**src/rtl/tti_pkg.sv**
```systemverilog
// Package for the trilinear table interpolator.
// Holds the word structs, function codes, register indexes, state and command types.
// Used by every module in the rtl folder; depends on nothing.
package tti_pkg;

	localparam int VAL_W  = 16;
	localparam int IDX_W  = 4;
	localparam int FUNC_W = 3;
	localparam int CNT_W  = 5;
	localparam int REG_W  = 2;
	localparam int WGT_W  = 17;

	localparam logic [FUNC_W-1:0] FUNC_LATERAL  = 3'd0;
	localparam logic [FUNC_W-1:0] FUNC_HEADING  = 3'd1;
	localparam logic [FUNC_W-1:0] FUNC_STEERING = 3'd2;
	localparam logic [FUNC_W-1:0] FUNC_TABLE    = 3'd3;
	localparam logic [FUNC_W-1:0] FUNC_QUERY    = 3'd4;

	localparam logic [REG_W-1:0] REG_LATERAL_COUNT  = 2'd0;
	localparam logic [REG_W-1:0] REG_HEADING_COUNT  = 2'd1;
	localparam logic [REG_W-1:0] REG_STEERING_COUNT = 2'd2;

	localparam logic [CNT_W-1:0] COUNT_RESET = 5'd16;

	localparam logic [4:0] DIV_LAST = 5'd17;
	localparam logic [1:0] AXIS_LAST = 2'd2;
	localparam logic [2:0] BLEND_LAST = 3'd6;

	localparam logic [2:0] PH_ISSUE  = 3'd0;
	localparam logic [2:0] PH_LOAD_A = 3'd1;
	localparam logic [2:0] PH_LOAD_B = 3'd2;
	localparam logic [2:0] PH_MUL    = 3'd3;
	localparam logic [2:0] PH_SUM    = 3'd4;

	localparam logic [WGT_W-1:0] WEIGHT_ONE = 17'h10000;

	typedef struct packed {
		logic [FUNC_W-1:0]       func;
		logic [IDX_W-1:0]        index_a;
		logic [IDX_W-1:0]        index_b;
		logic [IDX_W-1:0]        index_c;
		logic signed [VAL_W-1:0] write_value;
		logic signed [VAL_W-1:0] lateral_error;
		logic signed [VAL_W-1:0] heading_error;
		logic signed [VAL_W-1:0] steering_error;
	} in_word_t;

	typedef struct packed {
		logic signed [VAL_W-1:0] steering_command;
		logic                    clamped;
	} out_word_t;

	typedef enum logic [2:0] {
		ST_IDLE,
		ST_SEARCH,
		ST_DIV,
		ST_BLEND,
		ST_DONE
	} state_t;

	typedef struct packed {
		logic       write;
		logic       load;
		logic       search;
		logic       div_init;
		logic       div_iter;
		logic       div_first;
		logic       div_last;
		logic       blend;
		logic [1:0] axis;
		logic [2:0] blend_sel;
		logic [2:0] phase;
	} ctrl_t;

endpackage

```
**src/rtl/tti_controller.sv**
```systemverilog
// Sequencer of the trilinear table interpolator.
// Steps the grid search, the three divisions and the seven blends; uses tti_pkg.
module tti_controller
	import tti_pkg::*;
#(
	parameter int GRID_POINTS = 16,
	parameter int CELL_W = 4,
	parameter int STEP_W = 5
) (
	input  logic              clk,
	input  logic              arst_n,
	input  logic              start,
	input  logic [FUNC_W-1:0] func,
	output logic              busy,
	output logic              done,
	output ctrl_t             cmd,
	output logic [CELL_W-1:0] search_index
);

	localparam logic [STEP_W-1:0] SEARCH_LAST = STEP_W'(GRID_POINTS - 1);

	state_t            state_q, state_d;
	logic [STEP_W-1:0] step_q, step_d;
	logic [1:0]        axis_q, axis_d;
	logic [2:0]        sel_q, sel_d;

	always_ff @(posedge clk or negedge arst_n) begin
		if (!arst_n) begin
			state_q <= ST_IDLE;
			step_q  <= '0;
			axis_q  <= '0;
			sel_q   <= '0;
		end else begin
			state_q <= state_d;
			step_q  <= step_d;
			axis_q  <= axis_d;
			sel_q   <= sel_d;
		end
	end

	always_comb begin
		state_d = state_q;
		step_d  = step_q;
		axis_d  = axis_q;
		sel_d   = sel_q;
		cmd     = '0;
		cmd.axis      = axis_q;
		cmd.blend_sel = sel_q;
		cmd.phase     = step_q[2:0];
		busy = 1'b1;
		done = 1'b0;
		case (state_q)
			ST_IDLE: begin
				busy = 1'b0;
				if (start) begin
					if (func == FUNC_QUERY) begin
						cmd.load = 1'b1;
						state_d  = ST_SEARCH;
						step_d   = '0;
					end else if (func <= FUNC_TABLE) begin
						cmd.write = 1'b1;
					end
				end
			end
			ST_SEARCH: begin
				cmd.search = 1'b1;
				if (step_q == SEARCH_LAST) begin
					state_d = ST_DIV;
					step_d  = '0;
					axis_d  = '0;
				end else begin
					step_d = step_q + 1'b1;
				end
			end
			ST_DIV: begin
				cmd.div_init  = (step_q == '0);
				cmd.div_iter  = (step_q != '0);
				cmd.div_first = (step_q == STEP_W'(1));
				cmd.div_last  = (step_q == STEP_W'(DIV_LAST));
				if (step_q == STEP_W'(DIV_LAST)) begin
					step_d = '0;
					if (axis_q == AXIS_LAST) begin
						state_d = ST_BLEND;
						sel_d   = '0;
					end else begin
						axis_d = axis_q + 1'b1;
					end
				end else begin
					step_d = step_q + 1'b1;
				end
			end
			ST_BLEND: begin
				cmd.blend = 1'b1;
				if (step_q[2:0] == PH_SUM) begin
					step_d = '0;
					if (sel_q == BLEND_LAST) begin
						state_d = ST_DONE;
					end else begin
						sel_d = sel_q + 1'b1;
					end
				end else begin
					step_d = step_q + 1'b1;
				end
			end
			ST_DONE: begin
				done    = 1'b1;
				state_d = ST_IDLE;
			end
			default: begin
				state_d = ST_IDLE;
			end
		endcase
	end

	assign search_index = step_q[CELL_W-1:0];

	a_done_after_blend: assert property (@(posedge clk) disable iff (!arst_n)
		state_q == ST_DONE |-> $past(state_q) == ST_BLEND)
		else $error("result strobe without a finished blend");
	a_query_goes_busy: assert property (@(posedge clk) disable iff (!arst_n)
		state_q == ST_IDLE && start && func == FUNC_QUERY |=> state_q == ST_SEARCH)
		else $error("accepted query did not start the search");
	a_div_step_bound: assert property (@(posedge clk) disable iff (!arst_n)
		state_q == ST_DIV |-> step_q <= STEP_W'(DIV_LAST))
		else $error("division step out of range");
	a_blend_phase_bound: assert property (@(posedge clk) disable iff (!arst_n)
		state_q == ST_BLEND |-> step_q <= STEP_W'(PH_SUM))
		else $error("blend phase out of range");

endmodule

```
**config.mk**
```make
export PLATFORM = sky130hd
export DESIGN_NAME = tti_controller
export DESIGN_NICKNAME = d
export VERILOG_FILES = /design/src/rtl/tti_pkg.sv /design/src/rtl/tti_controller.sv
export SDC_FILE = /design/constraint.sdc
export NUM_CORES = 1
export LEC_CHECK = 0
export ABC_AREA = 1
export BUFFER_PORTS_ARGS = -buffer_cell sky130_fd_sc_hd__buf_2
export CORE_ASPECT_RATIO = 0.8
export CORE_UTILIZATION = 51
export DETAILED_ROUTE_END_ITERATION = 10
export GPL_ROUTABILITY_DRIVEN = 0
export PLACE_DENSITY_LB_ADDON = 0.2
export SLEW_MARGIN = 20
export SYNTH_ARGS = -nofsm -noshare
export SYNTH_HDL_FRONTEND = slang
export SYNTH_SLANG_ARGS = --single-unit
```
**constraint.sdc**
```tcl
create_clock -name clk -period 2.37 [get_ports clk]
set_clock_uncertainty 0.15 [all_clocks]
set_input_delay 0.474 -clock clk [delete_from_list [all_inputs] [get_ports clk]]
set_output_delay 0.474 -clock clk [all_outputs]
set_load 0.03 [all_outputs]
```
==> results of run 1 <==
[cell usage after synthesis]
cell	number
a21o_1	1
a21oi_2	1
a31oi_1	1
buf_4	7
dfrtp_1	13
ha_1	8
inv_1	12
inv_2	6
nand2_1	32
nand2_2	4
nand2_4	3
nand3_1	15
nand3_2	3
nand3b_1	1
nand4_1	3
nor2_1	15
nor2_2	3
nor2_4	3
nor3_1	1
nor3_2	1
o21ai_1	4
or2_0	1
xnor2_1	1
xor2_1	1
[worst paths after layout]
check,start,endpoint,slack (ps),cells after the start
min,axis_q[1],axis_q[1],380,2
min in group asynchronous,arst_n,step_q[4],440,2
max in group asynchronous,arst_n,sel_q[0],1390,2
min reg2reg,axis_q[1],axis_q[1],380,2
max,state_q[2],cmd[11],140,6
max reg2reg,step_q[0],state_q[0],490,11
[power breakdown]
group          total (uW)  internal, uW  switching (uW)
clock                 143          62.9            80.0
sequential            222           222               0
combinational        11.2          4.57            6.67
total                 376           289            86.7
[cell type report]
cell class | count | area [um2]
Fill cell | 188 | 713
Timing Repair Buffer | 28 | 145
Multi-Input combinational cell | 102 | 601
Clock inverter | 1 | 5.00
Inverter | 18 | 67.6
Sequential cell | 13 | 325
Clock buffer | 3 | 22.5
Tap cell | 24 | 30.0
[layer usage]
metal / up-vias / routed length [um] / share of wire / GRT usage
met3: 3 / 148 / 0.067 / 0.0761
met4: 0 / 25 / 0.011 / 0.0789
met1: 450 / 1030 / 0.47 / 0.324
met2: 34 / 1010 / 0.46 / 0.349
li1: 488 / - / - / -
met5: - / 0 / 0 / 0
[worst register-to-register path: stages (launching register included)]
cell,delay [ps]
dfrtp_1,470
ha_1,220
nand3_1,110
inv_1,80
ha_1,130
inv_1,60
nand4_1,150
nand2_1,90
nor2_2,140
nand2_2,70
nand2_1,60
nand2_1,50
[state kept, by name, summed over array words and instances (netlist names)]
name and flops:
axis_q 2, state_q 3, sel_q 3, step_q 5
[per-stage QoR]
| stage | hold slack (ps) | instances | util | total power, uW | instance area, um2 |
|---|---|---|---|---|---|
| final | 378 | 189 | 0.626 | 376 | 1200 |
| after global routing | 427 | 189 | 0.626 | 399 | 1200 |
| after CTS | 381 | 189 | 0.626 | 384 | 1200 |
| after detailed placement | 235 | 184 | 0.607 | 237 | 1160 |
| after global placement | 231 | 184 | 0.607 | 236 | 1160 |
| after floorplan | 28.4 | 140 | - | 228 | 1050 |
[logic make-up after synthesis]
kind of cell    after synthesis  share of synthesized area
xor+xnor                      2                     0.0167
flops                        13                      0.311
buf+inv                      25                      0.115
compound gates                7                     0.0407
fa+ha+maj                     8                     0.0957
simple gates                 85                      0.421
==> results by group, run 1 <==
Run status
  • Status: complete, no violations

Critical path
  • CP Capture Type: primary output
  • CP max FO: 8
  • Biggest cell delay along the critical path: 450 ps
  • Crit-path slowest cell: dfrtp_1
  • CP dominant cell by count: inv_2
  • Worst path required time: approximately 1800 ps
  • Crit path DAT: about 1600 ps
  • CP top delay family: buffers and inverters
  • Critical Path Source Type: flop
  • Critical Path, Cell by Cell: inv_2, nand2_4, nor2_4, inv_2, a31oi_1, buf_2
  • Crit Path Class: reg2out
  • CP Buf/Inv Count: 3

Global routing
  • Initial antenna violation count: 0
  • Largest net degree at the start of global routing: 14
  • GRT Overall Usage: 0.237
  • Remaining global-route overflow: 0
  • Vias in the first global route: 852
  • First-pass GRT wire length: around 3.8 mm

Finish
  • Nets: 180
  • Commonest non-fill, non-tap cell in the layout: nand2_1
  • Layout cells sized above 1: 0.333
  • Ant diodes: 0
  • Most frequent cells in the layout: 32 x nand2_1, 27 x buf_2, 15 x nand3_1, 15 x nor2_1, 13 x dfrtp_1
  • Layout area overhead: 14.4%

STA
  • Final hold vios: 0
  • Fin crit period: 2230 ps
  • Final setup viols: 0
  • Total negative setup slack: 0 ps
  • RSZ-0062 raised after global routing: no
  • Max-slew headroom: 0.798
  • Slew @ Worst Pin: 301 ps
  • Setup ws final: ~140 ps
  • Final Slew Violations: 0
  • Period utilisation layout: 0.942
  • F_max: 448 MHz

Floorplan
  • Row count: 14
  • Core area: 0.00191 mm2
  • Starting density of the core: 0.548
  • Height of the die: 42.5 um
  • Die ar.: 0.00224 mm2
  • Die width: ~53 um
  • IO Pins: 28

Drt
  • Drt via density: 5.16
  • DRT Wirelength: 2.21 mm
  • Routed Antenna Nets: 0
  • Drt first pass iters: 4
  • Avg WL per Cell: 11.7 um
  • # DRC: 0
  • Routed vias: 975
  • DRT iter0 DRCs: 29

Power
  • Lkg Pwr: 0.000652 uW
  • VDD IR max: 0.000282 V
  • Pwr Density: approximately 310 mW/mm2

Yosys
  • Warnings, synthesis: 0
  • Synthesized area: about 0.0010 mm2
  • Seq cells post-synth: 13
  • Sequential area share after synthesis: 0.311
  • Post-synth net total: 154
  • Post-synth top area cell: dfrtp_1
  • Synth top area share: 0.311
  • Synth cell types: 24
  • Post-Syn Instances: 140
  • Largest cells by area after synthesis: dfrtp_1 31%, nand2_1 11%, ha_1 9.6%
  • Syn Area/Cell: 7.47 um2

Clock network
  • Worst-Skew Late Latency: 290 ps
  • Post-CTS setup buffers: 0
  • H-Tree Depth: 1
  • CTS tree: built
  • CTS Buf Count: 3
  • Clk root buf: clkbuf_4
  • Post-CTS resize count: 0
  • Sinks on Clock Net: 13
  • Hold Buf Count CTS: 1
  • Clock buffer depth: 2
  • Worst-path clk slew: 80 ps

Min path
  • Hold WC Path Type: reg2reg

Placed design
  • Worst slack at placement: about 450 ps
  • Port buffer count: 27
  • HPWL after DPL: 1.79 mm

Flow run
  • Max-Cap Viols: 0
No activity file was read; power rests on OpenSTA's default activity.
==> inputs of run 2 (changes only) <==
- ABC_AREA: 1 -> 0
==> run 2 against run 1 <==
  * Non-clock buffer count up 3
  * Critical path type unchanged
  * Setup slack worse by 55 ps
  * Clock-buffer cell count rose by 1
  * Synthesized area is 2.8% lower
  * Via count is 11% lower
==> results by group, run 2 <==
Clock network
  • Worst-path clk slew: 80 ps (about the same)
  • Clock buffer depth: 2 (unchanged)
  • Worst-Skew Late Latency: 280 ps (was 290 ps)
  • CTS Buf Count: 3 (unchanged)
  • Post-CTS setup buffers: 0 (unchanged)
  • Sinks on Clock Net: 13 (unchanged)
  • Clk root buf: clkbuf_4 (unchanged)
  • CTS tree: built (unchanged)
  • H-Tree Depth: 1 (unchanged)

Placed design
  • HPWL after DPL: 1.66 mm (was 1.79 mm)
  • Placed cell count: 149 (was 184)
  • Port buffer count: 27 (unchanged)

Critical path
  • Biggest cell delay along the critical path: 470 ps (was 450 ps)
  • CP top delay family: simple AND/OR/NAND/NOR gates (was buffers and inverters)
  • Critical Path, Cell by Cell: or3b_4, nor4_2, clkbuf_4 (was inv_2, nand2_4, nor2_4, inv_2, a31oi_1, buf_2)
  • CP max FO: 8 (unchanged)
  • CP Buf/Inv Count: 1 (was 3)
  • Worst path required time: 1750 ps (about the same)
  • Crit-path slowest cell: dfrtp_2 (was dfrtp_1)
  • Crit path DAT: 1660 ps (was 1610 ps)
  • Crit Path Class: reg2out (unchanged)
  • CP Capture Type: primary output (unchanged)
  • Critical Path Source Type: flop (unchanged)

Drt
  • # DRC: 0 (unchanged)
  • Routed vias: 867 (was 975)
  • DRT iter0 DRCs: 26 (was 29)
  • Drt via density: 5.63 (was 5.16)
  • Avg WL per Cell: 13.8 um (was 11.7 um)
  • Routed Antenna Nets: 0 (unchanged)
  • DRT Wirelength: 2.13 mm (was 2.21 mm)
  • Drt first pass iters: 4 (unchanged)

Finish
  • Regs by FF count: step_q: 5 flops, sel_q: 3 flops, state_q: 3 flops (unchanged)
  • Commonest non-fill, non-tap cell in the layout: buf_2 (was nand2_1)
  • Ant diodes: 0 (unchanged)
  • Max reg flops: 5 (unchanged)
  • Most frequent cells in the layout: 26 x buf_2, 12 x dfrtp_1, 10 x nand2_1, 9 x inv_1, 7 x ha_1 (was 32 x nand2_1, 27 x buf_2, 15 x nand3_1, 15 x nor2_1, 13 x dfrtp_1)
  • Layout area overhead: 16.9% (was 14.4%)
  • Reg with most FFs: step_q (unchanged)
  • Layout cells sized above 1: 0.346 (was 0.333)
  • Nets: 145 (was 180)
  • Core Util, Final: 0.634 (was 0.626)
  • Non-Filler Instances: 154 (was 189)

STA
  • Slew @ Worst Pin: 372 ps (was 301 ps)
  • Max-slew headroom: 0.751 (was 0.798)
  • Final Slew Violations: 0 (unchanged)
  • Period utilisation layout: 0.966 (was 0.942)
  • Fin crit period: 2290 ps (was 2230 ps)
  • F_max: 437 MHz (was 448 MHz)
  • Final hold vios: 0 (unchanged)
  • Final setup viols: 0 (unchanged)

Global routing
  • Vias in the first global route: 840 (was 852)
  • GRT Overall Usage: 0.227 (was 0.237)
  • Largest net degree at the start of global routing: 14 (unchanged)
  • Initial antenna violation count: 0 (unchanged)
  • First-pass GRT wire length: 3.62 mm (was 3.81 mm)
  • Remaining global-route overflow: 0 (unchanged)

Floorplan
  • Starting density of the core: 0.543 (was 0.548)
  • Die width: 51.9 um (was 52.6 um)
  • Core area: 0.00187 mm2 (was 0.00191 mm2)
  • Row count: 14 (unchanged)
  • Die ar.: 0.00218 mm2 (was 0.00224 mm2)
  • Height of the die: 41.9 um (was 42.5 um)
  • IO Pins: 28 (unchanged)

Yosys
  • Synth top area share: 0.320 (was 0.311)
  • Post-Syn Instances: 106 (was 140)
  • Post-synth net total: 120 (was 154)
  • Primary FF master, synth: dfrtp_1 (unchanged)
  • Synth cell types: 43 (was 24)
  • Largest cells by area after synthesis: dfrtp_1 32%, ha_1 9.8%, buf_4 5.9% (was dfrtp_1 31%, nand2_1 11%, ha_1 9.6%)
  • Synth cell count leaders: 13 x dfrtp_1, 10 x nand2_1, 9 x inv_1 (was 32 x nand2_1, 15 x nand3_1, 15 x nor2_1)
  • Synthesized area: 0.00102 mm2 (was 0.00105 mm2)
  • Sequential area share after synthesis: 0.320 (was 0.311)
  • Count leader, synth: dfrtp_1 (was nand2_1)
  • Number of enable flip-flop cells after synthesis: 0 (unchanged)
  • Ys async rst share: 1.00 (unchanged)
  • Syn Area/Cell: 9.60 um2 (was 7.47 um2)
  • Seq cells post-synth: 13 (unchanged)
  • Post-synth top area cell: dfrtp_1 (unchanged)
  • Warnings, synthesis: 0 (unchanged)

Power
  • Lkg Pwr: 0.000570 uW (was 0.000652 uW)
  • Pwr Density: 888 mW/mm2 (was 314 mW/mm2)
  • VDD IR max: 0.000937 V (was 0.000282 V)

Min path
  • Hold WC Path Type: reg2reg (unchanged)

Flow run
  • Max-Cap Viols: 0 (unchanged)

Run status
  • Status: complete, no violations (unchanged)
==> run 2: cell types whose count changed after synthesis, sizes merged, moves of 3 or more <==
cell,delta
inv,-9
buf,+3
nand3,-13
nor2,-14
a22oi,+3
nand2,-29
nor3b,+3
a22o,+3
==> run 2: cell type report <==
cell class	instances	area, um2
sequential	13	327
tap	24	30.0
inverter	9	33.8
multi-input combinational	73	602
timing repair buffer	31	170
fill	167	686
clock buffer	4	26.3
==> run 2: path summary, 6_finish.rpt <==
path                       depth (start not counted)         end  slack (ps)  startpoint
max                                                3     cmd[10]          80  state_q[2]
max in group asynchronous                          2  state_q[2]        1360      arst_n
min                                                1   axis_q[0]         360   axis_q[0]
min in group asynchronous                          2   step_q[4]         460      arst_n
min reg2reg                                        1   axis_q[0]         360   axis_q[0]
max reg2reg                                        8   step_q[3]         270   step_q[0]
==> run 2: power breakdown <==
group	leakage [uW]	total [uW]	switching, uW	internal [uW]
Combinational	0.000380	594	370	224
Sequential	0.000175	319	56.7	262
Clock	0.0000150	142	76.9	65.4
==> run 2: what timing repair did <==
action                     4_1_cts  5_1_grt
pin swaps                        0        0
resized for setup                1        4
hold buffers                     1        0
hold endpoints to repair        13        0
setup endpoints to repair        2        3
==> run 2: cell families after synthesis <==
kind of cell	count (synthesis)	share of synthesized area
AOI/OAI and AO/OA	19	0.167
muxes	3	0.0308
DFF	13	0.320
and+or+nand+nor	43	0.272
buffers and inverters	20	0.112
adders and majority gates	8	0.0984
==> run 2: metal layers <==
layer | up-vias | track usage | share of wire
met2 | 28 | 0.362 | 0.45
met3 | 4 | 0.0440 | 0.048
li1 | 421 | - | -
met1 | 414 | 0.304 | 0.49
met5 | - | 0 | 0
met4 | 0 | 0.0811 | 0.011
==> run 2: per-stage QoR <==
| step | total power (uW) | hold slack [ps] | worst slack (ps) | setup TNS (ps) | instance area [um2] |
|---|---|---|---|---|---|
| 4_1_cts | 1040 | 358 | 5.86 | 0 | 1170 |
| 5_1_grt | 1120 | 398 | -1.24 | -1.24 | 1190 |
| 3_3_place_gp | 867 | 229 | 334 | 0 | 1130 |
| 3_5_place_dp | 881 | 233 | 263 | 0 | 1130 |
| 6_report | 1060 | 358 | 81.5 | 0 | 1190 |
| 2_1_floorplan | 806 | 28.4 | 51.4 | 0 | 1020 |
